## src/rtl/tpd_ram.sv

```systemverilog
// generic single-clock ram, one write port, one registered read port
`default_nettype none
module tpd_ram #(
    parameter int WIDTH  = 16,
    parameter int DEPTH  = 16,
    parameter int ADDR_W = 4
) (
    input  wire logic              clk,
    input  wire logic              wr_en,
    input  wire logic [ADDR_W-1:0] wr_addr,
    input  wire logic [WIDTH-1:0]  wr_data,
    input  wire logic              rd_en,
    input  wire logic [ADDR_W-1:0] rd_addr,
    output logic      [WIDTH-1:0]  rd_data
);
    logic [WIDTH-1:0] mem [DEPTH];

    always_ff @(posedge clk)
    begin
        if (wr_en)
        begin
            mem[wr_addr] <= wr_data;
        end
        if (rd_en)
        begin
            rd_data <= mem[rd_addr];
        end
    end
endmodule
`default_nettype wire

```

## config.mk

```make
export PLATFORM = sky130hd
export DESIGN_NAME = tpd_ram
export DESIGN_NICKNAME = d
export VERILOG_FILES = /design/src/rtl/tpd_ram.sv
export SDC_FILE = /design/constraint.sdc
export NUM_CORES = 1
export LEC_CHECK = 0
export BUFFER_PORTS_ARGS = -buffer_cell sky130_fd_sc_hd__clkbuf_2
export CAP_MARGIN = 5
export CORE_ASPECT_RATIO = 1.75
export CORE_UTILIZATION = 61
export CTS_CLUSTER_DIAMETER = 50
export CTS_CLUSTER_SIZE = 8
export DETAILED_ROUTE_END_ITERATION = 8
export GPL_ROUTABILITY_DRIVEN = 0
export PLACE_DENSITY = 0.82
export SYNTH_ARGS = -nofsm -noshare
export SYNTH_HDL_FRONTEND = slang
export SYNTH_SLANG_ARGS = --single-unit
```

## constraint.sdc

```tcl
create_clock -name clk -period 3 [get_ports clk]
set_clock_uncertainty 0.15 [all_clocks]
set_input_delay 0.6 -clock clk [delete_from_list [all_inputs] [get_ports clk]]
set_output_delay 0.6 -clock clk [all_outputs]
set_load 0.01 [all_outputs]
```

==> summary.md, run 1 <==
| Metric | Value |
|---|---|
| Main synth FF type | `edfxtp_1` |
| Antenna violations before repair | `1` |
| CP cell instances | `buf_4 -> buf_12 -> mux4_2 -> a22oi_1 -> nand2_1` |
| Syn avg cell area | `23.6 um^2` |
| Fin crit share | `0.653` |
| Pins Over Slew Limit | `0` |
| Fillers | `879` |
| Gate Count Post-Synth | `432` |
| CTS tree | `yes` |
| Synth top area share | `0.800` |
| Largest net degree at the start of global routing | `65` |
| Die Footprint | `17300 um^2` |
| Asr flop ratio synth | `0` |
| Drt drc | `0` |
| RSZ-0062 raised after global routing | `false` |
| Min-Delay Startpoint | `wr_data[6]` |
| Layout cells sized above 1 | `0.336` |
| Worst-margin pin slew | `0.622 ns` |
| Status | `completed` |
| H-tree lvl count | `2` |
| Area contributors post-synth | `edfxtp_1 (80%), mux4_2 (12%), mux4_1 (2.6%), a22oi_1 (2.4%), nand2_1 (0.63%)` |
| CP delay by family, top | `multiplexers` |
| Minimum clock period | `1.96 ns` |
| Top-count cell post-synth | `edfxtp_1` |
| Starting density of the core | `0.623` |
| Synth-to-layout area growth | `16.4%` |
| Maximum vdd drop | `526 uV` |
| P_leak | `3.93 nW` |
| Antenna viol nets, final | `0` |
| CP max stage cell | `mux4_2` |
| Post-synth EDFFs | `272` |
| Final hold viol count | `0` |
| Die width | `99.8 um` |
| Max-Cap Viols | `0` |
| Worst reg2reg path endpoint | `rd_data[4]` |
| Worst EP required | `3.08 ns` |
| Critical path class | `primary input to flip-flop` |
| Area leader, netlist | `edfxtp_1` |
| Total GRT Usage | `0.268` |
| Global-route wire length before repair | `32.4 mm` |
| I/O Buffers | `42` |
| Top cells by count, synth | `edfxtp_1 (272), mux4_2 (54), a22oi_1 (32)` |
| Worst R2R Setup Slack | `1.30 ns` |
| Net count, final | `547` |
| FF+latch count, synth | `272` |
| Fmax | `510 MHz` |
| Count of final setup violators | `0` |
| Setup Buffers After CTS | `0` |
| Via count | `4900` |
| Vias/cell | `6.57` |
| DRT iter0 DRCs | `483` |
| Num CTS Buffers | `39` |
| CP arrival | `2.04 ns` |
| Row cnt | `62` |
| Hold Path Sink | `mem[3][6]` |
| DR WL/cell | `28.9 um` |
| Hold path depth | `1` |
| Die Height | `173 um` |
| DP HPWL | `11.2 mm` |
| CP Capture Type | `flip-flop` |
| Grt ovf | `0` |
| Cell Area, Synth | `10200 um^2` |
| Reg2reg start | `mem[1][4]` |
| Cell Pwr Density | `712 nW/um^2` |
| YS warnings | `0` |
| CP max stage delay | `0.57 ns` |
| Clock buffer depth | `3` |
| Layout Utilization | `0.726` |
| CTS resizes | `0` |
| Worst skew pair latency | `0.50 ns` |
| Vias in the first global route | `5330` |
| Final WL | `21.6 mm` |
| Hold_buf cts | `0` |
| Io pins | `43` |
| HP Class | `primary input to flip-flop` |
| Critical path peak fanout | `41` |
| Worst path bufs/invs | `2` |
| DR pass1 iterations | `4` |
| Core area | `16400 um^2` |
| Reg2reg path depth | `3` |
| Setup TNS | `0 ns` |
| Clk slew on worst S/H paths | `0.05 ns` |
| Critical path launch point type | `primary input` |
| Clock Sinks | `272` |
| CTS root buffer | `clkbuf_16` |
| Distinct cells, synth | `18` |
| Post-synthesis sequential area ratio | `0.800` |
| Post-Syn Nets | `459` |
| Relative slew slack | `0.585` |
==> how the worst max path moves through the flow <==
| stage | startpoint | endpoint | cells after the start |
|---|---|---|---|
| after floorplan | wr_addr[2] | mem[0][0] | 2 |
| after global placement | rd_addr[0] | rd_data[11] | 5 |
| after detailed placement | rd_addr[0] | rd_data[8] | 5 |
| after CTS | rd_addr[0] | rd_data[8] | 5 |
| after global routing | rd_addr[0] | rd_data[8] | 5 |
| final | rd_addr[0] | rd_data[8] | 5 |
==> sequential cells by signal (all words and copies together) (netlist names) <==
register	cells
rd_data	16
mem	256
==> cell type report <==
type / count / area (um^2) / share of cell area
diodes: 1 / 2.50 / 0.000211
repair buffers: 68 / 458 / 0.0385
multi-input cells: 139 / 1950 / 0.164
well taps: 224 / 280 / 0.0236
clock inverters: 2 / 25.0 / 0.00211
flip-flops and latches: 272 / 8170 / 0.687
clock buffers: 40 / 1000 / 0.0842
==> per-stage QoR <==
stage,cells,setup slack [ns],power (mW),hold WS [ns],cell area (um^2)
after floorplan,432,0.195,4.60,0.549,10200
after global placement,703,0.658,4.74,0.569,10900
after detailed placement,703,0.578,4.76,0.592,10900
after CTS,745,1.08,8.52,0.331,11900
after global routing,746,0.986,8.69,0.347,11900
final,746,1.04,8.46,0.342,11900
==> per-layer routing <==
layer / track usage / vias to the layer above / routed length (um)
li1: - / 2008 / -
met1: 0.353 / 2541 / 7940
met2: 0.426 / 279 / 11000
met3: 0.0513 / 72 / 1550
met4: 0.142 / 0 / 1110
met5: 0 / - / 0
==> layout by cell type (no fill, tap or decap), drive strengths merged, types with 2 or more instances in the layout <==
cell type  Yosys  layout
clkbuf         8      81
nor2          13      13
mux4          64      64
nand2b         2       2
nand3b         2       2
buf           13      27
nor3           4       4
a22oi         32      32
edfxtp       272     272
nand2         17      17
nor2b          2       2
==> worst register-to-register path, delay by kind of cell (launching register included) <==
family	cells	cell delay (ns)
mux	1	0.55
compound gates	1	0.25
simple gates	1	0.09
flops	1	0.40
==> report_power, final <==
| group | internal (mW) | switching, mW | total, mW |
|---|---|---|---|
| clock | 2.33 | 1.43 | 3.76 |
| combinational | 0.157 | 0.221 | 0.378 |
| sequential | 4.29 | 0.0264 | 4.32 |
==> cell families after synthesis <==
group                  count (synthesis)  synth area share
flip-flops                           272             0.800
multiplexers                          64             0.145
AND/OR/NAND/NOR                       43            0.0189
AO/OA/AOI/OAI                         32            0.0235
buffers and inverters                 21            0.0121
Note: power is estimated with default switching activity, not from simulation.
==> run 2: changes to the inputs <==
- CORE_UTILIZATION: 61 -> 55
- PLACE_DENSITY: 0.82 -> 0.78
- clock period: 3 -> 1.8 ns (I/O delays scaled with it)
==> summary.md, run 2 (synthesis results as in run 1) <==
| Metric | Value |
|---|---|
| Total GRT Usage | `0.245 (was 0.268)` |
| Via count | `4939 (was 4900)` |
| Reg power frac | `0.508 (was 0.511)` |
| Relative slew slack | `0.786 (was 0.585)` |
| CTS resizes | `0 (unchanged)` |
| Critical path launch point type | `flip-flop (was primary input)` |
| GRT met2 Usage | `0.408 (was 0.426)` |
| DR pass1 iterations | `5 (was 4)` |
| Worst EP required | `1.88 ns (was 3.08 ns)` |
| Die Height | `182 um (was 173 um)` |
| Core area | `18100 um^2 (was 16400 um^2)` |
| Die width | `105 um (was 99.8 um)` |
| Biggest register | `mem (unchanged)` |
| CP arrival | `1.70 ns (was 2.04 ns)` |
| Net count, final | `554 (was 547)` |
| Layout cells sized above 1 | `0.359 (was 0.336)` |
| Cell Pwr Density | `1160 nW/um^2 (was 712 nW/um^2)` |
| Antenna viol nets, final | `0 (unchanged)` |
| I/O Buffers | `42 (unchanged)` |
| Count of final setup violators | `0 (unchanged)` |
| Maximum vdd drop | `674 uV (was 526 uV)` |
| Starting density of the core | `0.563 (was 0.623)` |
| CTS root buffer | `clkbuf_16 (unchanged)` |
| Io pins | `43 (unchanged)` |
| Clock power share | `0.444 (about the same)` |
| Largest regs | `mem x256, rd_data x16 (unchanged)` |
| Most frequent cells in the layout | `edfxtp_1 (272), mux4_2 (56), clkbuf_16 (41), clkbuf_2 (41), a22oi_1 (32) (was edfxtp_1 (272), mux4_2 (54), clkbuf_2 (41))` |
| Hold_buf cts | `0 (unchanged)` |
| Status | `completed (unchanged)` |
| Critical path class | `flip-flop to flip-flop (was primary input to flip-flop)` |
| CTS tree | `yes (unchanged)` |
| Row cnt | `65 (was 62)` |
| RSZ-0062 raised after global routing | `false (unchanged)` |
| Vias in the first global route | `5359 (was 5330)` |
| Clk slew on worst S/H paths | `0.05 ns (about the same)` |
| Commonest non-fill, non-tap cell in the layout | `edfxtp_1 (unchanged)` |
| Setup Buffers After CTS | `0 (unchanged)` |
| Non-filler instance count after layout | `762 (was 746)` |
| Fin crit share | `0.897` |
| Final WL | `22.4 mm (was 21.6 mm)` |
| Largest net degree at the start of global routing | `25 (was 65)` |
| Fmax | `620 MHz` |
| # placed instances | `720 (was 703)` |
| Pins Over Slew Limit | `0 (unchanged)` |
| DRT iter0 DRCs | `597 (was 483)` |
| Max-Cap Viols | `0 (unchanged)` |
| Most crowded layer after global routing | `met2 (unchanged)` |
| Final hold viol count | `0 (unchanged)` |
| Vias/cell | `6.48 (was 6.57)` |
| Clock Sinks | `272 (unchanged)` |
| CP Capture Type | `flip-flop (unchanged)` |
| Synth-to-layout area growth | `19.2% (was 16.4%)` |
| Net Sw Frac | `0.195 (was 0.198)` |
| Critical path peak fanout | `1 (was 41)` |
| Internal | `11.4 mW (was 6.78 mW)` |
| Worst skew pair latency | `0.50 ns (about the same)` |
| Grt met3 use | `0.0389 (was 0.0513)` |
| Minimum clock period | `1.61 ns` |
| P_leak | `4.00 nW (was 3.93 nW)` |
| Grt ovf | `0 (unchanged)` |
| Max reg flops | `256 (unchanged)` |
| Layout Utilization | `0.671 (was 0.726)` |
| Gate power share | `0.047 (was 0.045)` |
| DR WL/cell | `29.4 um (was 28.9 um)` |
| Fillers | `1063 (was 879)` |
| Global-route wire length before repair | `32.9 mm (was 32.4 mm)` |
| P_sw | `2.77 mW (was 1.67 mW)` |
| Num CTS Buffers | `39 (unchanged)` |
| Drt drc | `0 (unchanged)` |
| Setup TNS | `0 ns (unchanged)` |
| Clock buffer depth | `3 (unchanged)` |
| DP HPWL | `11.7 mm (was 11.2 mm)` |
| Antenna violations before repair | `1 (unchanged)` |
| GR Util met1 | `0.303 (was 0.353)` |
| Worst hold margin | `0.118 ns (was 0.342 ns)` |
| Worst-margin pin slew | `0.321 ns (was 0.622 ns)` |
| HP Class | `primary input to flip-flop (unchanged)` |
| Die Footprint | `19100 um^2 (was 17300 um^2)` |
| H-tree lvl count | `2 (unchanged)` |
run 2: cell types whose count changed in the layout (fill, tap and decap cells not counted), sizes merged:
cell / change
buf: +7
inv: -1
clkbuf: +1
clkinv: -1
run 2: area by class of cell:
cell class | instances | area [um^2] | area share
clock buffers | 41 | 1030 | 0.0844
repair buffers | 75 | 711 | 0.0584
diodes | 1 | 2.50 | 0.000206
multi-input cells | 139 | 1960 | 0.161
flip-flops and latches | 272 | 8170 | 0.672
well taps | 234 | 293 | 0.0241
run 2: through the flow:
step	cell area (um^2)	total power [mW]	setup WS, ns
after global placement	11100	7.95	-0.210
after global routing	12200	14.5	0.110
after detailed placement	11100	7.98	-0.258
after floorplan	10300	7.68	-0.231
after CTS	12200	14.2	0.165
final	12200	14.2	0.186
run 2: per-layer routing:
| metal | vias to the layer above | part of all wire |
|---|---|---|
| li1 | 2025 | - |
| met3 | 77 | 0.073 |
| met5 | - | 0 |
| met2 | 268 | 0.52 |
| met4 | 0 | 0.054 |
| met1 | 2569 | 0.35 |
run 2: power groups by stage:
stage               registers [mW]  logic, mW  clock network, mW
floorplan                     7.31      0.366                  0
global placement              7.30      0.645                  0
detailed placement            7.31      0.672                  0
CTS                           7.20      0.679               6.36
global route                  7.20      0.717               6.61
finish                        7.20      0.673               6.29
run 2: critical path, cell delays in order, from the launching register on:
cell and delay (ns):
edfxtp_1 0.38, mux4_1 0.55, a22oi_1 0.20, nand2_1 0.08
run 2: final timing paths:
check	start	endpoint	slack, ns	cells past startpoint
min reg2reg	mem[14][14]	rd_data[14]	0.60	3
max	mem[9][4]	rd_data[4]	0.19	3
min	wr_data[7]	mem[11][7]	0.12	1
max reg2reg	mem[9][4]	rd_data[4]	0.19	3
==> run 3: changes to the inputs <==
- CORE_MARGIN: unset -> 10
- HOLD_SLACK_MARGIN: unset -> 0.12
==> summary.md, run 3 (synthesis results as in run 1) <==
| Metric | Value |
|---|---|
| Synth-to-layout area growth | `21.5% (was 19.2%)` |
| Pins Over Slew Limit | `0 (unchanged)` |
| DRT iter0 DRCs | `518 (was 597)` |
| Multi-input gate area | `1960 um^2 (about the same)` |
| Drt drc | `0 (unchanged)` |
| CP Capture Type | `flip-flop (unchanged)` |
| Num CTS Buffers | `39 (unchanged)` |
| I/O Buffers | `42 (unchanged)` |
| Fin crit share | `0.929 (was 0.897)` |
| Critical path launch point type | `primary input (was flip-flop)` |
| Grt ovf | `0 (unchanged)` |
| Count of final setup violators | `0 (unchanged)` |
| Final hold viol count | `0 (unchanged)` |
| Row cnt | `65 (unchanged)` |
| CTS root buffer | `clkbuf_16 (unchanged)` |
| Io pins | `43 (unchanged)` |
| Total power | `14.2 mW (about the same)` |
| RSZ-0062 raised after global routing | `false (unchanged)` |
| DR WL/cell | `28.9 um (was 29.4 um)` |
| Final WL | `22.8 mm (was 22.4 mm)` |
| Most frequent cells in the layout | `edfxtp_1 (272), mux4_2 (56), clkbuf_2 (41) (was edfxtp_1 (272), mux4_2 (56), clkbuf_16 (41), clkbuf_2 (41), a22oi_1 (32))` |
| Area post-placement | `11300 um^2 (was 11100 um^2)` |
| Largest regs | `mem x256, rd_data x16 (unchanged)` |
| Die width | `123 um (was 105 um)` |
| Commonest non-fill, non-tap cell in the layout | `edfxtp_1 (unchanged)` |
| Cell Pwr Density | `1150 nW/um^2 (was 1160 nW/um^2)` |
| Layout cells sized above 1 | `0.384 (was 0.359)` |
| Starting density of the core | `0.563 (unchanged)` |
| Reg2reg start | `mem[0][6] (was mem[9][4])` |
| Fmax | `598 MHz (was 620 MHz)` |
| DR pass1 iterations | `5 (unchanged)` |
| H-tree lvl count | `2 (unchanged)` |
| Antenna viol nets, final | `0 (unchanged)` |
| Max-Cap Viols | `0 (unchanged)` |
| Total GRT Usage | `0.189 (was 0.245)` |
| Critical path class | `primary input to flip-flop (was flip-flop to flip-flop)` |
| Vias/cell | `6.39 (was 6.48)` |
| Largest net degree at the start of global routing | `25 (unchanged)` |
| Via count | `5041 (was 4939)` |
| Clock Sinks | `272 (unchanged)` |
| Clock buffer depth | `3 (unchanged)` |
| Fillers | `1038 (was 1063)` |
| Worst EP required | `1.88 ns (about the same)` |
| Die Footprint | `24600 um^2 (was 19100 um^2)` |
| Clk slew on worst S/H paths | `0.05 ns (about the same)` |
| Worst skew pair latency | `0.50 ns (about the same)` |
| Worst reg2reg path endpoint | `rd_data[6] (was rd_data[4])` |
| P_leak | `4.15 nW (was 4.00 nW)` |
| Net count, final | `581 (was 554)` |
| Vias in the first global route | `5557 (was 5359)` |
| CP startpoint | `rd_addr[0] (was mem[9][4])` |
| Setup TNS | `0 ns (unchanged)` |
| Biggest register | `mem (unchanged)` |
| CP arrival | `1.75 ns (was 1.70 ns)` |
| Global-route wire length before repair | `34.4 mm (was 32.9 mm)` |
| Status | `completed (unchanged)` |
| N_diodes | `0 (was 1)` |
| Max reg flops | `256 (unchanged)` |
| CTS tree | `yes (unchanged)` |
| Antenna violations before repair | `0 (was 1)` |
| FF+latch area | `8170 um^2 (unchanged)` |
| Final instance area | `12400 um^2 (was 12200 um^2)` |
| Core area | `18100 um^2 (unchanged)` |
| HP Class | `primary input to flip-flop (unchanged)` |
| Maximum vdd drop | `757 uV (was 674 uV)` |
| Setup Buffers After CTS | `0 (unchanged)` |
| Worst R2R Setup Slack | `0.13 ns (was 0.19 ns)` |
| DP HPWL | `13.2 mm (was 11.7 mm)` |
| Worst-margin pin slew | `0.743 ns (was 0.321 ns)` |
| Critical path peak fanout | `14 (was 1)` |
| Reg2reg path depth | `3 (unchanged)` |
| Minimum clock period | `1.67 ns (was 1.61 ns)` |
| Relative slew slack | `0.502 (was 0.786)` |
| Critical path capture point | `rd_data[8] (was rd_data[4])` |
| Die Height | `200 um (was 182 um)` |
-- run 3: power breakdown --
part,leakage [nW],switching [mW],internal [mW]
Combinational,1.18,0.397,0.328
Sequential,2.47,0.0474,7.15
Clock,0.504,2.41,3.89
-- run 3: repair_timing --
| item | CTS | global route |
|---|---|---|
| gates resized for setup | 0 | 1 |
| endpoints found under the hold margin | 38 | 0 |
| setup endpoints to repair | 0 | 2 |
| hold buffers | 3 | 0 |
-- run 3: routing by layer --
| metal | part of all wire | global-route usage | vias to the layer above |
|---|---|---|---|
| li1 | - | - | 2081 |
| met1 | 0.35 | 0.228 | 2618 |
| met2 | 0.55 | 0.323 | 294 |
| met3 | 0.077 | 0.0349 | 48 |
| met4 | 0.028 | 0.0782 | 0 |
| met5 | 0 | 0 | - |
-- run 3: final cells by class --
cell class / instances / area share
Clock buffer: 40 / 0.0808
Multi-Input combinational cell: 139 / 0.158
Tap cell: 234 / 0.0236
Sequential cell: 272 / 0.659
Clock inverter: 2 / 0.00202
Timing Repair Buffer: 102 / 0.0763
-- run 3: worst min-delay path by stage --
| stage | end | startpoint | slack, ns | depth (start not counted) |
|---|---|---|---|---|
| 2_1_floorplan | mem[0][0] | wr_data[0] | 0.31 | 0 |
| 3_3_place_gp | rd_data[9] | mem[4][9] | 0.58 | 3 |
| 3_5_place_dp | rd_data[0] | mem[12][0] | 0.59 | 3 |
| 4_1_cts | mem[11][6] | wr_data[6] | 0.13 | 1 |
| 5_1_grt | mem[11][1] | wr_data[1] | 0.16 | 1 |
| 6_report | mem[11][0] | wr_data[0] | 0.14 | 1 |
-- run 3: worst max-delay path, cell delays in order --
cell and delay, ns:
buf_4 0.16, buf_12 0.18, buf_12 0.14, mux4_2 0.52, a22oi_1 0.27, nand2_1 0.09
-- run 3: stage by stage --
step	util	hold slack [ns]	setup slack, ns	cells
5_1_grt	0.683	0.163	0.0605	789
2_1_floorplan	-	0.309	-0.231	432
6_report	0.683	0.143	0.127	789
3_5_place_dp	0.625	0.586	-0.350	744
4_1_cts	0.683	0.127	0.0518	789
3_3_place_gp	0.625	0.585	-0.276	744
