===== config.mk =====
export PLATFORM = sky130hd
export DESIGN_NAME = tpd_ctrl
export DESIGN_NICKNAME = d
export VERILOG_FILES = /design/src/rtl/tpd_pkg.sv /design/src/rtl/tpd_ctrl.sv
export SDC_FILE = /design/constraint.sdc
export NUM_CORES = 1
export LEC_CHECK = 0
export BUFFER_PORTS_ARGS = -buffer_cell sky130_fd_sc_hd__buf_2
export CAP_MARGIN = 20
export CORE_AREA = 4 4 165 182
export CTS_CLUSTER_DIAMETER = 50
export CTS_CLUSTER_SIZE = 8
export DETAILED_ROUTE_END_ITERATION = 6
export DIE_AREA = 0 0 169 186
export PLACE_DENSITY_LB_ADDON = 0.08
export SLEW_MARGIN = 20
export SYNTH_ARGS = -nofsm -noshare
export SYNTH_HDL_FRONTEND = slang
export SYNTH_SLANG_ARGS = --single-unit

===== constraint.sdc =====
create_clock -name clk -period 14.5 [get_ports clk]
set_input_delay 0.725 -clock clk [delete_from_list [all_inputs] [get_ports clk]]
set_output_delay 0.725 -clock clk [all_outputs]
set_load 0.02 [all_outputs]

===== src/rtl/tpd_pkg.sv =====
// shared types and constants for the tree path distance block
`default_nettype none
package tpd_pkg;
    localparam int NODES_DEF  = 65536;
    localparam int LEVELS_DEF = 16;
    localparam int NODE_W     = 16;
    localparam int DIST_W     = 32;
    localparam int LVL_W      = 5;

    typedef enum logic [1:0] {
        CMD_ATTACH = 2'd0,
        CMD_ROOT   = 2'd1,
        CMD_QUERY  = 2'd2,
        CMD_NONE   = 2'd3
    } cmd_t;

    typedef enum logic [4:0] {
        S_IDLE, S_START, S_ROOT, S_AT_DEP, S_AT_RD, S_AT_WR, S_AT_ZERO,
        S_Q_DB, S_Q_SW, S_Q_LIFT, S_Q_LIFT_D, S_Q_PAIR, S_Q_PX, S_Q_PY,
        S_Q_F1, S_Q_F2, S_Q_F3, S_DONE
    } state_t;

    typedef struct packed {
        logic              rd_en;
        logic              wr_en;
        logic [LVL_W-1:0]  lvl;
        logic [NODE_W-1:0] node;
        logic [NODE_W-1:0] anc;
        logic [DIST_W-1:0] span;
    } tbl_req_t;

    typedef struct packed {
        logic              rd_en;
        logic              wr_en;
        logic [NODE_W-1:0] node;
        logic [NODE_W-1:0] depth;
    } dep_req_t;
endpackage
`default_nettype wire


===== src/rtl/tpd_ctrl.sv =====
// sequencer for root, attach and query commands over the lifting tables
`default_nettype none
module tpd_ctrl #(
    parameter int NODES  = tpd_pkg::NODES_DEF,
    parameter int LEVELS = tpd_pkg::LEVELS_DEF
) (
    input  wire logic                        clk,
    input  wire logic                        rst_n,
    input  wire logic                        cmd_valid,
    output logic                             cmd_stall,
    input  wire logic [1:0]                  command,
    input  wire logic [tpd_pkg::NODE_W-1:0]  node_a,
    input  wire logic [tpd_pkg::NODE_W-1:0]  node_b,
    input  wire logic [tpd_pkg::NODE_W-1:0]  edge_weight,
    output tpd_pkg::tbl_req_t                tbl_req,
    output tpd_pkg::dep_req_t                dep_req,
    input  wire logic [tpd_pkg::NODE_W-1:0]  anc_rdata,
    input  wire logic [tpd_pkg::DIST_W-1:0]  dist_rdata,
    input  wire logic [tpd_pkg::NODE_W-1:0]  dep_rdata,
    input  wire logic                        res_free,
    output logic                             res_load,
    output logic                             res_answer,
    output logic [tpd_pkg::DIST_W-1:0]       res_dist
);
    import tpd_pkg::*;

    localparam logic [LVL_W-1:0] LTOP = LVL_W'(LEVELS);
    localparam logic [LVL_W-1:0] LLAST = LVL_W'(LEVELS - 1);

    state_t state_reg, state_next;

    cmd_t              cmd_reg;
    logic [NODE_W-1:0] a_reg, b_reg, w_reg;
    logic [NODE_W-1:0] x_reg, x_next, y_reg, y_next;
    logic [NODE_W-1:0] ax_reg, ax_next, da_reg, da_next;
    logic [NODE_W-1:0] d_reg, d_next, diff_reg, diff_next;
    logic [DIST_W-1:0] sum_reg, sum_next, dx_reg, dx_next;
    logic [LVL_W-1:0]  lvl_reg, lvl_next;
    logic              zero_reg, zero_next, ans_reg, ans_next;

    logic              accept, a_ok, b_ok;
    logic [NODE_W-1:0] anc_g, dep_g, dep_inc;
    logic [DIST_W-1:0] dist_g;
    logic [LVL_W-1:0]  lvl_up;

    assign accept  = cmd_valid && !cmd_stall;
    assign a_ok    = {1'b0, a_reg} < (NODE_W + 1)'(NODES);
    assign b_ok    = {1'b0, b_reg} < (NODE_W + 1)'(NODES);
    // reads of node zero return zero
    assign anc_g   = zero_reg ? '0 : anc_rdata;
    assign dist_g  = zero_reg ? '0 : dist_rdata;
    assign dep_g   = zero_reg ? '0 : dep_rdata;
    assign dep_inc = (dep_g == '1) ? dep_g : dep_g + 1'b1;
    assign lvl_up  = lvl_reg + 1'b1;

    always_ff @(posedge clk or negedge rst_n)
    begin
        if (!rst_n)
        begin
            state_reg <= S_IDLE;
        end
        else
        begin
            state_reg <= state_next;
        end
    end

    always_ff @(posedge clk)
    begin
        if (accept)
        begin
            cmd_reg <= cmd_t'(command);
            a_reg   <= node_a;
            b_reg   <= node_b;
            w_reg   <= edge_weight;
        end
        x_reg    <= x_next;
        y_reg    <= y_next;
        ax_reg   <= ax_next;
        da_reg   <= da_next;
        d_reg    <= d_next;
        diff_reg <= diff_next;
        sum_reg  <= sum_next;
        dx_reg   <= dx_next;
        lvl_reg  <= lvl_next;
        zero_reg <= zero_next;
        ans_reg  <= ans_next;
    end

    // next state
    always_comb
    begin
        state_next = state_reg;
        unique case (state_reg)
            S_IDLE:
            begin
                if (cmd_valid)
                begin
                    state_next = S_START;
                end
            end
            S_START:
            begin
                unique case (cmd_reg)
                    CMD_ROOT:   state_next = (a_ok && a_reg != '0) ? S_ROOT : S_DONE;
                    CMD_ATTACH: state_next = (a_ok && b_ok && a_reg != '0) ? S_AT_DEP : S_DONE;
                    CMD_QUERY:  state_next = (a_ok && b_ok) ? S_Q_DB : S_DONE;
                    default:    state_next = S_DONE;
                endcase
            end
            S_ROOT:
            begin
                if (lvl_reg == LLAST)
                begin
                    state_next = S_DONE;
                end
            end
            S_AT_DEP:
            begin
                if (LEVELS == 1)
                begin
                    state_next = S_DONE;
                end
                else if ((dep_inc >> 1) != '0)
                begin
                    state_next = S_AT_RD;
                end
                else
                begin
                    state_next = S_AT_ZERO;
                end
            end
            S_AT_RD:    state_next = S_AT_WR;
            S_AT_WR:
            begin
                if (lvl_reg == LLAST)
                begin
                    state_next = S_DONE;
                end
                else if ((d_reg >> lvl_up) != '0)
                begin
                    state_next = S_AT_RD;
                end
                else
                begin
                    state_next = S_AT_ZERO;
                end
            end
            S_AT_ZERO:
            begin
                if (lvl_reg == LLAST)
                begin
                    state_next = S_DONE;
                end
            end
            S_Q_DB:     state_next = S_Q_SW;
            S_Q_SW:     state_next = S_Q_LIFT;
            S_Q_LIFT:
            begin
                if (lvl_reg == LTOP)
                begin
                    state_next = S_Q_PAIR;
                end
                else if (diff_reg[lvl_reg[3:0]])
                begin
                    state_next = S_Q_LIFT_D;
                end
            end
            S_Q_LIFT_D: state_next = S_Q_LIFT;
            S_Q_PAIR:   state_next = (lvl_reg == '0 || x_reg == y_reg) ? S_Q_F1 : S_Q_PX;
            S_Q_PX:     state_next = S_Q_PY;
            S_Q_PY:     state_next = S_Q_PAIR;
            S_Q_F1:     state_next = (x_reg == y_reg) ? S_DONE : S_Q_F2;
            S_Q_F2:     state_next = S_Q_F3;
            S_Q_F3:     state_next = S_DONE;
            S_DONE:
            begin
                if (res_free)
                begin
                    state_next = S_IDLE;
                end
            end
            default:    state_next = S_IDLE;
        endcase
    end

    // outputs and datapath
    always_comb
    begin
        cmd_stall  = (state_reg != S_IDLE);
        tbl_req    = '0;
        dep_req    = '0;
        res_load   = 1'b0;
        res_answer = ans_reg;
        // attach uses the accumulator as scratch, so only answers carry it
        res_dist   = ans_reg ? sum_reg : '0;
        x_next     = x_reg;
        y_next     = y_reg;
        ax_next    = ax_reg;
        da_next    = da_reg;
        d_next     = d_reg;
        diff_next  = diff_reg;
        sum_next   = sum_reg;
        dx_next    = dx_reg;
        lvl_next   = lvl_reg;
        zero_next  = 1'b0;
        ans_next   = ans_reg;
        unique case (state_reg)
            S_IDLE:
            begin
                ans_next = 1'b0;
                sum_next = '0;
                lvl_next = '0;
            end
            S_START:
            begin
                ans_next = (cmd_reg == CMD_QUERY);
                if (cmd_reg == CMD_ATTACH)
                begin
                    dep_req.rd_en = 1'b1;
                    dep_req.node  = b_reg;
                    zero_next     = (b_reg == '0);
                end
                else if (cmd_reg == CMD_QUERY)
                begin
                    dep_req.rd_en = 1'b1;
                    dep_req.node  = a_reg;
                    zero_next     = (a_reg == '0);
                end
            end
            S_ROOT:
            begin
                tbl_req.wr_en = 1'b1;
                tbl_req.lvl   = lvl_reg;
                tbl_req.node  = a_reg;
                dep_req.wr_en = (lvl_reg == '0);
                dep_req.node  = a_reg;
                lvl_next      = lvl_up;
            end
            S_AT_DEP:
            begin
                dep_req.wr_en = 1'b1;
                dep_req.node  = a_reg;
                dep_req.depth = dep_inc;
                tbl_req.wr_en = 1'b1;
                tbl_req.node  = a_reg;
                tbl_req.anc   = b_reg;
                tbl_req.span  = DIST_W'(w_reg);
                d_next        = dep_inc;
                x_next        = b_reg;
                sum_next      = DIST_W'(w_reg);
                lvl_next      = 5'd1;
            end
            S_AT_RD:
            begin
                tbl_req.rd_en = 1'b1;
                tbl_req.lvl   = lvl_reg - 1'b1;
                tbl_req.node  = x_reg;
                zero_next     = (x_reg == '0);
            end
            S_AT_WR:
            begin
                tbl_req.wr_en = 1'b1;
                tbl_req.lvl   = lvl_reg;
                tbl_req.node  = a_reg;
                tbl_req.anc   = anc_g;
                tbl_req.span  = sum_reg + dist_g;
                x_next        = anc_g;
                sum_next      = sum_reg + dist_g;
                lvl_next      = lvl_up;
            end
            S_AT_ZERO:
            begin
                tbl_req.wr_en = 1'b1;
                tbl_req.lvl   = lvl_reg;
                tbl_req.node  = a_reg;
                lvl_next      = lvl_up;
            end
            S_Q_DB:
            begin
                da_next       = dep_g;
                dep_req.rd_en = 1'b1;
                dep_req.node  = b_reg;
                zero_next     = (b_reg == '0);
            end
            S_Q_SW:
            begin
                // deeper node goes to x
                if (da_reg < dep_g)
                begin
                    x_next    = b_reg;
                    y_next    = a_reg;
                    diff_next = dep_g - da_reg;
                end
                else
                begin
                    x_next    = a_reg;
                    y_next    = b_reg;
                    diff_next = da_reg - dep_g;
                end
                lvl_next = '0;
            end
            S_Q_LIFT:
            begin
                if (lvl_reg != LTOP && diff_reg[lvl_reg[3:0]])
                begin
                    tbl_req.rd_en = 1'b1;
                    tbl_req.lvl   = lvl_reg;
                    tbl_req.node  = x_reg;
                    zero_next     = (x_reg == '0);
                end
                else if (lvl_reg != LTOP)
                begin
                    lvl_next = lvl_up;
                end
            end
            S_Q_LIFT_D:
            begin
                sum_next = sum_reg + dist_g;
                x_next   = anc_g;
                lvl_next = lvl_up;
            end
            S_Q_PAIR:
            begin
                if (lvl_reg != '0 && x_reg != y_reg)
                begin
                    tbl_req.rd_en = 1'b1;
                    tbl_req.lvl   = lvl_reg - 1'b1;
                    tbl_req.node  = x_reg;
                    zero_next     = (x_reg == '0);
                end
            end
            S_Q_PX:
            begin
                ax_next       = anc_g;
                dx_next       = dist_g;
                tbl_req.rd_en = 1'b1;
                tbl_req.lvl   = lvl_reg - 1'b1;
                tbl_req.node  = y_reg;
                zero_next     = (y_reg == '0);
            end
            S_Q_PY:
            begin
                if (ax_reg != anc_g)
                begin
                    sum_next = sum_reg + dx_reg + dist_g;
                    x_next   = ax_reg;
                    y_next   = anc_g;
                end
                lvl_next = lvl_reg - 1'b1;
            end
            S_Q_F1:
            begin
                tbl_req.rd_en = (x_reg != y_reg);
                tbl_req.node  = x_reg;
                zero_next     = (x_reg == '0);
            end
            S_Q_F2:
            begin
                dx_next       = dist_g;
                tbl_req.rd_en = 1'b1;
                tbl_req.node  = y_reg;
                zero_next     = (y_reg == '0);
            end
            S_Q_F3:
            begin
                sum_next = sum_reg + dx_reg + dist_g;
            end
            S_DONE:
            begin
                res_load = res_free;
            end
            default:
            begin
                res_load = 1'b0;
            end
        endcase
    end
endmodule
`default_nettype wire


==> impl_metrics.env, run 1 <==
export IMPL_status="complete, but fails checks"
export IMPL_failed_checks="design-rule violations"
export IMPL_vias=14600
export IMPL_drtIter0Drc=1847
export IMPL_dpl_cell_area_um2=18200
export IMPL_worstSetupPathType="reg2out"
export IMPL_clkTransAtPathRegs_ns=0.05
export IMPL_finalWirelength_mm=49.2
export IMPL_cap_violations=0
export IMPL_hold_viol=0
export IMPL_io_pins=258
export IMPL_dieArea_um2=31400
export IMPL_syn_to_final_growth_pct=15.3
export IMPL_die_h_um=186
export IMPL_hpwl_mm=36.3
export IMPL_core_area_um2=27900
export IMPL_first_global_vias=14300
export IMPL_async_flop_share_pct=2.25
export IMPL_cp_end_kind="primary output"
export IMPL_die_w_um=169
export IMPL_drc=10
export IMPL_synth_top_area_share_pct=38.8
export IMPL_ys_ff_latch=222
export IMPL_cts_resized=0
export IMPL_synth_main_ff_cell="edfxtp_1"
export IMPL_gp_congestion=0.949
export IMPL_p_leak_nw=8.33
export IMPL_cts_tree="yes"
export IMPL_max_clock_path_buffers=3
export IMPL_postRouteAntennaNets=0
export IMPL_place_ws_ns=9.72
export IMPL_cts_sinks=222
export IMPL_yosys_cell_types_count=85
export IMPL_period_share_pct=36.7
export IMPL_postCtsSetupRepairBufs=0
export IMPL_worstPathRequired_ns=13.78
export IMPL_clock_latency_ns=0.53
export IMPL_skew_ns=0.0158
export IMPL_via_per_inst=6.38
export IMPL_hold_buffers=1
export IMPL_grt_pass1_wl_mm=76.4
export IMPL_rsz0062_at_grt="no"
export IMPL_cp_start_kind="flop"
export IMPL_overflow=0
export IMPL_syn_nets=1951
export IMPL_crit_fanout=41
export IMPL_min_path_type="in2reg"
export IMPL_portBuffers=257
export IMPL_post_synth_main_area_contributors="edfxtp_1 (39%), ha_1 (7.3%), fa_1 (4.2%), xnor2_1 (3.8%), nand2_1 (3.2%)"
export IMPL_final_area_um2=19300
export IMPL_slew_headroom_pct=34.7
export IMPL_tightest_slew_ns=0.980
export IMPL_yosys_warnings=0
export IMPL_finalCriticalPeriod_ns=5.32
export IMPL_final_cell_mix="buf_2 (257), edfxtp_1 (216), nand2_1 (144), inv_1 (104), nor2_1 (99)"
export IMPL_grt_start_max_net_pins=62
export IMPL_nets=2169
export IMPL_layout_drive_gt1_share_pct=18.3
export IMPL_syn_cell_area_um2=16700
export IMPL_synthCells=1701
export IMPL_wl_per_cell_um=21.4
export IMPL_antenna_found_initial=0
export IMPL_ys_seq_area_share_pct=39.7
export IMPL_final_common_cell="buf_2"
export IMPL_post_route_util_pct=68.9
export IMPL_h_tree_depth=2
export IMPL_avgSynthCellArea_um2=9.82
export IMPL_synth_edff_count=216
export IMPL_first_pass_iters=7
export IMPL_vdd_drop_max_mv=0.128
export IMPL_gr_usage_all_layers_pct=30.4
export IMPL_fin_tns_setup_ns=0
export IMPL_fmax_ghz=0.188
export IMPL_antenna_cells=0
export IMPL_r2r_slack_ns=9.69
export IMPL_report_final_slew_viol_count=0
export IMPL_cp_arrival_ns=4.60
export IMPL_row_count=64
export IMPL_start_util_pct=59.7
export IMPL_root_buffer="clkbuf_16"
export IMPL_power_density_nw_per_um2=217
export IMPL_cts_made_buffers=36
export IMPL_setup_viol=0
export IMPL_synth_top_area_cell="edfxtp_1"
export IMPL_fin_ws_ns=9.18
export IMPL_power_mw=4.19
[final cells by class]
cell class / count / area [µm²]
clock buffers: 41 / 920
clock inverters: 12 / 108
fillers: 2188 / 8690
inverters: 106 / 398
multi-input cells: 1281 / 9340
flip-flops and latches: 222 / 6630
well taps: 363 / 454
repair buffers: 272 / 1410
[cells in the mapped netlist (5+ instances only)]
library cell	number
a222oi_1	33
fa_1	35
o22ai_1	19
o21ai_0	84
o221ai_1	16
nor4_1	28
ha_1	97
nand4_1	19
o21a_1	9
xor2_1	44
or2_2	7
and3_1	7
xnor2_1	73
a31oi_1	17
nor2b_1	72
a21oi_1	88
o211ai_1	8
a22o_1	38
buf_2	6
edfxtp_1	216
a21o_1	55
o21ai_1	8
mux2i_1	24
o21bai_1	15
and2_1	47
dfrtp_1	5
nor3_1	28
nor2_1	102
mux4_2	5
nand2_1	144
nand2b_1	22
inv_1	104
nand3_1	29
clkbuf_1	78
o31ai_1	11
a211oi_1	12
[metal layers]
metal  vias up  global-route usage (%)  share of wire, %
li1       6737                       -                 -
met1      6954                    40.4                40
met2       842                    50.4                47
met3       115                    5.27               9.2
met4         0                    11.6               3.6
met5         -                       0                 0
[where the power goes]
group	switching, mW	internal (mW)	leakage (nW)
Clock	0.304	0.453	0.502
Sequential	0.194	0.925	2.07
Combinational	1.43	0.883	5.75
[critical path, cell delays in order (launching register included)]
cell       delay (ns)
dfxtp_2          0.61
nor2b_1          0.38
ha_1             0.27
inv_1            0.07
fa_1             0.39
nor2b_1          0.17
o2111ai_1        0.19
a21oi_1          0.27
o221ai_1         0.29
o211a_1          0.31
o31ai_1          0.48
o22ai_1          0.17
xor2_1           0.19
nor2_1           0.09
buf_2            0.18
[cell families (layout without fill, tap and decap cells)]
kind of cell | Yosys count | count (layout) | synth area share, %
and+or+nand+nor | 530 | 530 | 16.0
AOI/OAI and AO/OA | 472 | 472 | 19.8
buffers and inverters | 198 | 431 | 4.65
xor gates and xnor gates | 117 | 117 | 6.14
DFF | 222 | 222 | 39.7
muxes | 30 | 30 | 2.18
adders and majority gates | 132 | 132 | 11.5
[per-stage QoR]
stage / cells / hold slack [ns]
after global placement: 2242 / 0.532
after global routing: 2297 / 0.359
after CTS: 2296 / 0.353
after floorplan: 1701 / 0.429
after detailed placement: 2242 / 0.534
final: 2297 / 0.367
[final timing paths]
| path | cells past startpoint | endpoint | from |
|---|---|---|---|
| max reg2reg | 15 | sum_reg[27] | zero_reg |
| min reg2reg | 2 | sum_reg[6] | w_reg[6] |
| max in group asynchronous | 2 | state_reg[1] | rst_n |
| min | 1 | a_reg[11] | node_a[11] |
| min in group asynchronous | 2 | state_reg[2] | rst_n |
| max | 14 | tbl_req[30] | zero_reg |
Note: power is estimated with default switching activity, not from simulation.
==> run 2: changes to the inputs <==
--- a/config.mk
+++ b/config.mk
@@ -5,13 +5,14 @@
 export SDC_FILE = /design/constraint.sdc
 export NUM_CORES = 1
 export LEC_CHECK = 0
+export ABC_AREA = 1
 export BUFFER_PORTS_ARGS = -buffer_cell sky130_fd_sc_hd__buf_2
 export CAP_MARGIN = 20
-export CORE_AREA = 4 4 165 182
+export CORE_AREA = 4 4 174 193
 export CTS_CLUSTER_DIAMETER = 50
 export CTS_CLUSTER_SIZE = 8
 export DETAILED_ROUTE_END_ITERATION = 6
-export DIE_AREA = 0 0 169 186
+export DIE_AREA = 0 0 178 197
 export PLACE_DENSITY_LB_ADDON = 0.08
 export SLEW_MARGIN = 20
 export SYNTH_ARGS = -nofsm -noshare
==> constraint.sdc (replaced) <==
create_clock -name clk -period 5.3 [get_ports clk]
set_input_delay 0.265 -clock clk [delete_from_list [all_inputs] [get_ports clk]]
set_output_delay 0.265 -clock clk [all_outputs]
set_load 0.02 [all_outputs]
==> run 2 against run 1 <==
  * Synthesized cell count up 44%
  * Sequential share of layout area down 3.9 points
  * Via count up 29%
  * Sequential power rose to 2.6 times the previous value
  * Clock-buffer cell count up 2
  * The flow now finishes without violations
  * Non-clock buffer count up 56
  * Core utilization up 0.35 points
  * Combinational power rose to 3.0 times the previous value
  * Largest cell class unchanged
==> impl_metrics.env, run 2 <==
export IMPL_status="finished clean"
export IMPL_root_buffer="clkbuf_16"
export IMPL_hold_buffers=51
export IMPL_syn_cell_area_um2=18400
export IMPL_first_pass_iters=6
export IMPL_synth_common_cells="nand2_1 (623), inv_1 (352), nor2_1 (243), nand3_1 (226), edfxtp_1 (216)"
export IMPL_post_synth_main_area_contributors="edfxtp_1 (35%), nand2_1 (13%), inv_1 (7.2%), ha_1 (6.6%), nand3_1 (6.2%)"
export IMPL_cts_made_buffers=40
export IMPL_clock_latency_ns=0.54
export IMPL_die_w_um=178
export IMPL_worstPathRequired_ns=5.04
export IMPL_period_share_pct=85.9
export IMPL_wl_per_cell_um=20.4
export IMPL_cp_end_kind="primary output"
export IMPL_yosys_cell_types_count=58
export IMPL_yosysMostFrequentCell="nand2_1"
export IMPL_setup_viol=0
export IMPL_clkTransAtPathRegs_ns=0.05
export IMPL_cap_violations=0
export IMPL_drtIter0Drc=2037
export IMPL_power_density_nw_per_um2=570
export IMPL_io_pins=258
export IMPL_avgSynthCellArea_um2=7.48
export IMPL_min_path_cells=3
export IMPL_finalCriticalPeriod_ns=4.55
export IMPL_dieArea_um2=35100
export IMPL_hpwl_mm=48.5
export IMPL_p_leak_nw=10.7
export IMPL_cts_tree="yes"
export IMPL_cts_resized=0
export IMPL_synth_main_ff_cell="edfxtp_1"
export IMPL_grt_pass1_wl_mm=100
export IMPL_slew_headroom_pct=35.7
export IMPL_ys_seq_area_share_pct=36.1
export IMPL_fin_tns_setup_ns=0
export IMPL_postCtsSetupRepairBufs=0
export IMPL_finalWirelength_mm=65.1
export IMPL_min_path_type="in2reg"
export IMPL_max_clock_path_buffers=3
export IMPL_grt_start_max_net_pins=50
export IMPL_cp_arrival_ns=4.29
export IMPL_swShare_pct=49.0
export IMPL_gp_congestion=1.08
export IMPL_cp_start_kind="flop"
export IMPL_fmax_ghz=0.220
export IMPL_antenna_found_initial=1
export IMPL_portBuffers=257
export IMPL_row_count=68
export IMPL_dp_cells=3079
export IMPL_min_to="dx_reg[31]"
export IMPL_worstSetupPathType="reg2out"
export IMPL_crit_fanout=28
export IMPL_critPathMaxStageDelay_ns=0.75
export IMPL_report_final_slew_viol_count=0
export IMPL_rr_startpoint="zero_reg"
export IMPL_reg2regPathDepth=14
export IMPL_synth_edff_count=216
export IMPL_drc=0
export IMPL_syn_nets=2706
export IMPL_first_global_vias=18700
export IMPL_skew_ns=0.0209
export IMPL_synth_top_area_share_pct=35.3
export IMPL_r2r_slack_ns=1.02
export IMPL_cts_sinks=222
export IMPL_ys_ff_latch=222
export IMPL_synth_top_area_cell="edfxtp_1"
export IMPL_nets=3002
export IMPL_synthCells=2456
export IMPL_layout_drive_gt1_share_pct=14.0
export IMPL_vias=18900
export IMPL_hp_start="dist_rdata[31]"
export IMPL_die_h_um=197
export IMPL_final_cell_mix="nand2_1 (621), inv_1 (352), buf_2 (257), nor2_1 (241), nand3_1 (226)"
export IMPL_yosys_warnings=0
export IMPL_via_per_inst=5.92
export IMPL_hold_viol=0
export IMPL_tightest_slew_ns=0.964
export IMPL_power_internal_mw=6.32
export IMPL_r2r_end="diff_reg[15]"
export IMPL_crit_slowest_cell="o21ai_0"
export IMPL_h_tree_depth=2
export IMPL_rsz0062_at_grt="no"
export IMPL_power_share_combinational_pct=55.9
export IMPL_crit_chain="buf_4 > nor2_1 > ha_1 > nand2_1 > nor2_1 > inv_1 > o21ai_0 > nand3_1 > nand3_1 > nand2_1 > nand2_1 > nor2_1 > buf_2"
export IMPL_stdcell_count=3192
export IMPL_overflow=0
export IMPL_final_common_cell="nand2_1"
export IMPL_start_util_pct=58.5
export IMPL_syn_to_final_growth_pct=18.3
export IMPL_vdd_drop_max_mv=0.279
export IMPL_async_flop_share_pct=2.25
export IMPL_postRouteAntennaNets=0
export IMPL_core_area_um2=31400
export IMPL_seq_power_share_pct=23.8
export IMPL_crit_buf_inv=3
export IMPL_gr_usage_all_layers_pct=36.2
export IMPL_p_sw_mw=6.08
export IMPL_p_clk_share_pct=20.4
export IMPL_crit_family="simple AND/OR/NAND/NOR gates"
## run 2: tightest hold or removal path, cell delays in order
cell	delay, ns
buf_2	0.08
nand2_1	0.07
inv_1	0.06
## run 2: per-layer routing
metal	routed length (µm)	track usage, %	vias to the layer above	part of all wire [%]
met5	0	0	-	0
met1	24100	43.9	8784	37
met4	3520	17.6	0	5.4
met3	5840	6.43	231	9.0
li1	-	-	8752	-
met2	31600	62.3	1140	49
## run 2: how the worst max path moves through the flow
stage,from,endpoint,slack [ns],cells past startpoint
finish,zero_reg,tbl_req[25],0.75,13
global route,zero_reg,tbl_req[30],0.69,14
CTS,zero_reg,tbl_req[25],0.96,13
detailed placement,zero_reg,diff_reg[10],1.13,14
global placement,zero_reg,diff_reg[13],1.31,14
floorplan,state_reg[3],a_reg[0],1.71,5
## run 2: power by group through the flow
| stage | clock (mW) | sequential [mW] | combinational (mW) |
|---|---|---|---|
| global route | 2.60 | 2.99 | 7.55 |
| floorplan | 0 | 2.82 | 4.66 |
| global placement | 0 | 2.94 | 6.63 |
| finish | 2.53 | 2.94 | 6.93 |
| detailed placement | 0 | 2.95 | 6.69 |
| CTS | 2.53 | 2.93 | 6.77 |
## run 2: logic make-up after synthesis
logic type	after synthesis	share of synthesized area, %
buf+inv	436	9.55
fa+ha+maj	132	10.4
flops	222	36.1
xor+xnor	82	3.91
simple gates	1217	28.3
compound gates	367	11.7
## run 2: cell type report
class | count | area [µm²]
fillers | 2612 | 9650
flip-flops and latches | 222 | 6630
well taps | 420 | 526
multi-input cells | 1798 | 10000
repair buffers | 328 | 1950
diodes | 1 | 2.50
clock buffers | 43 | 1030
inverters | 362 | 1360
clock inverters | 18 | 226
## run 2: through the flow
step	area [µm²]	utilization [%]	total power, mW	hold WS [ns]	setup WS, ns
6_report	21700	69.3	12.4	0.0396	0.749
3_5_place_dp	20000	63.6	9.64	0.0867	1.13
3_3_place_gp	20000	63.6	9.57	0.0853	1.31
4_1_cts	21700	69.3	12.2	0.0253	0.960
2_1_floorplan	18400	-	7.48	-0.0306	1.71
5_1_grt	21700	69.3	13.1	0.0586	0.691
==> run 3: changes to the inputs <==
--- a/config.mk
+++ b/config.mk
@@ -5,14 +5,13 @@
 export SDC_FILE = /design/constraint.sdc
 export NUM_CORES = 1
 export LEC_CHECK = 0
-export ABC_AREA = 1
 export BUFFER_PORTS_ARGS = -buffer_cell sky130_fd_sc_hd__buf_2
 export CAP_MARGIN = 20
-export CORE_AREA = 4 4 174 193
+export CORE_AREA = 4 4 166 184
 export CTS_CLUSTER_DIAMETER = 50
 export CTS_CLUSTER_SIZE = 8
 export DETAILED_ROUTE_END_ITERATION = 6
-export DIE_AREA = 0 0 178 197
+export DIE_AREA = 0 0 170 188
 export PLACE_DENSITY_LB_ADDON = 0.08
 export SLEW_MARGIN = 20
 export SYNTH_ARGS = -nofsm -noshare
==> run 3 against run 2 <==
  * Die area down 8.9%
  * Critical path type unchanged
  * Total power fell by 6.0%
  * Global-route usage fell by 4.7 points
  * The flow now finishes with violations (design-rule violations)
  * Sequential power grew 3%
  * Non-clock buffer count up 1
  * Critical endpoint is now tbl_req[30]
  * Highest routed layer unchanged
  * Critical path depth is 1 higher
==> impl_metrics.env, run 3 (synthesis results as in run 1) <==
export IMPL_clkTransAtPathRegs_ns=0.05
export IMPL_dpl_cell_area_um2=18300
export IMPL_antenna_cells=0
export IMPL_power_density_nw_per_um2=584
export IMPL_start_util_pct=58.5
export IMPL_core_area_um2=28500
export IMPL_status="complete, but fails checks"
export IMPL_dieArea_um2=32000
export IMPL_setup_viol=0
export IMPL_min_path_type="in2async"
export IMPL_nets=2228
export IMPL_postRouteAntennaNets=0
export IMPL_fin_tns_setup_ns=0
export IMPL_first_pass_iters=7
export IMPL_skew_ns=0.0185
export IMPL_wl_per_cell_um=21.8
export IMPL_max_clock_path_buffers=3
export IMPL_hpwl_mm=37.5
export IMPL_h_tree_depth=2
export IMPL_seq_power_share_pct=26.1
export IMPL_power_share_combinational_pct=54.5
export IMPL_vias=14800
export IMPL_worstPathRequired_ns=5.04
export IMPL_antenna_found_initial=0
export IMPL_root_buffer="clkbuf_16"
export IMPL_power_internal_mw=6.40
export IMPL_finalWirelength_mm=51.6
export IMPL_portBuffers=257
export IMPL_cts_tree="yes"
export IMPL_dp_cells=2253
export IMPL_via_per_inst=6.27
export IMPL_swShare_pct=45.1
export IMPL_p_sw_mw=5.25
export IMPL_syn_to_final_growth_pct=19.4
export IMPL_r2r_slack_ns=0.76
export IMPL_final_cell_mix="buf_2 (257), edfxtp_1 (216), nand2_1 (144), inv_1 (104), nor2_1 (100)"
export IMPL_final_area_um2=19900
export IMPL_rsz0062_at_grt="no"
export IMPL_final_common_cell="buf_2"
export IMPL_gp_congestion=0.974
export IMPL_slew_headroom_pct=32.5
export IMPL_drc=3
export IMPL_cp_end_kind="primary output"
export IMPL_multiInputGateArea_um2=9330
export IMPL_io_pins=258
export IMPL_r2r_end="sum_reg[27]"
export IMPL_period_share_pct=90.4
export IMPL_crit_fanout=27
export IMPL_finalCriticalPeriod_ns=4.79
export IMPL_row_count=65
export IMPL_report_final_slew_viol_count=0
export IMPL_failed_checks="design-rule violations"
export IMPL_p_clk_share_pct=19.4
export IMPL_cp_arrival_ns=4.53
export IMPL_whs_ns=0.142
export IMPL_cts_made_buffers=38
export IMPL_die_w_um=170
export IMPL_cts_sinks=222
export IMPL_cap_violations=0
export IMPL_drtIter0Drc=1719
export IMPL_reg2regPathDepth=15
export IMPL_stdcell_count=2366
export IMPL_tightest_slew_ns=1.01
export IMPL_layout_drive_gt1_share_pct=18.2
export IMPL_grt_start_max_net_pins=53
export IMPL_seq_area_um2=6630
export IMPL_vdd_drop_max_mv=0.434
export IMPL_worstSetupPathType="reg2out"
export IMPL_rr_startpoint="zero_reg"
export IMPL_grt_pass1_wl_mm=80.7
export IMPL_nFillCells=2156
export IMPL_overflow=0
export IMPL_gr_usage_all_layers_pct=31.5
export IMPL_cp_start_kind="flop"
export IMPL_hold_viol=0
export IMPL_fmax_ghz=0.209
export IMPL_clock_latency_ns=0.53
export IMPL_postCtsSetupRepairBufs=0
export IMPL_die_h_um=188
export IMPL_p_leak_nw=8.62
export IMPL_first_global_vias=14800
run 3: worst max path at each step:
stage / start / to / slack, ns
2_1_floorplan: zero_reg / sum_reg[27] / 0.74
3_3_place_gp: zero_reg / sum_reg[27] / 0.92
3_5_place_dp: zero_reg / sum_reg[27] / 0.81
4_1_cts: zero_reg / tbl_req[31] / 0.56
5_1_grt: zero_reg / tbl_req[30] / 0.35
6_report: zero_reg / tbl_req[30] / 0.51
run 3: through the flow:
stage / utilization (%) / setup WS (ns) / power (mW)
2_1_floorplan: - / 0.743 / 7.46
3_3_place_gp: 64.0 / 0.918 / 9.18
3_5_place_dp: 64.0 / 0.812 / 9.24
4_1_cts: 69.8 / 0.555 / 11.6
5_1_grt: 69.9 / 0.347 / 12.4
6_report: 69.9 / 0.509 / 11.7
run 3: what timing repair did:
| action | in CTS | in global routing |
|---|---|---|
| hold buffers | 52 | 0 |
| gates resized for setup | 0 | 0 |
| hold endpoints to repair | 56 | 0 |
run 3: worst max-delay path, stage by stage (launching register included):
cell and delay [ns]:
dfxtp_2 0.51, nor2b_1 0.31, ha_1 0.26, inv_1 0.06, fa_1 0.41, nor2b_1 0.18, o2111ai_1 0.21, a21oi_1 0.35
o221ai_1 0.29, o211a_1 0.32, o31ai_1 0.46, o22ai_1 0.16, xor2_1 0.24, nor2_1 0.06, buf_2 0.16
run 3: power groups by stage:
stage | clock, mW | combinational (mW) | sequential (mW)
finish | 2.26 | 6.35 | 3.04
floorplan | 0 | 4.65 | 2.81
detailed placement | 0 | 6.16 | 3.07
global placement | 0 | 6.11 | 3.06
global route | 2.38 | 6.92 | 3.09
CTS | 2.28 | 6.24 | 3.05
run 3: area by class of cell:
| type | instances | area share (%) |
|---|---|---|
| multi-input cells | 1281 | 46.8 |
| flip-flops and latches | 222 | 33.3 |
| repair buffers | 329 | 9.97 |
| well taps | 368 | 2.31 |
| clock buffers | 47 | 4.99 |
| clock inverters | 13 | 0.684 |
| inverters | 106 | 1.99 |
run 3: metal layers:
layer  track usage [%]  vias up  wire [µm]  part of all wire (%)
met1              43.0     7052      21000                    41
met2              51.6      799      24400                    47
met4              11.0        0       1780                   3.4
met3              4.68      126       4400                   8.5
li1                  -     6847          -                     -
met5                 0        -          0                     0
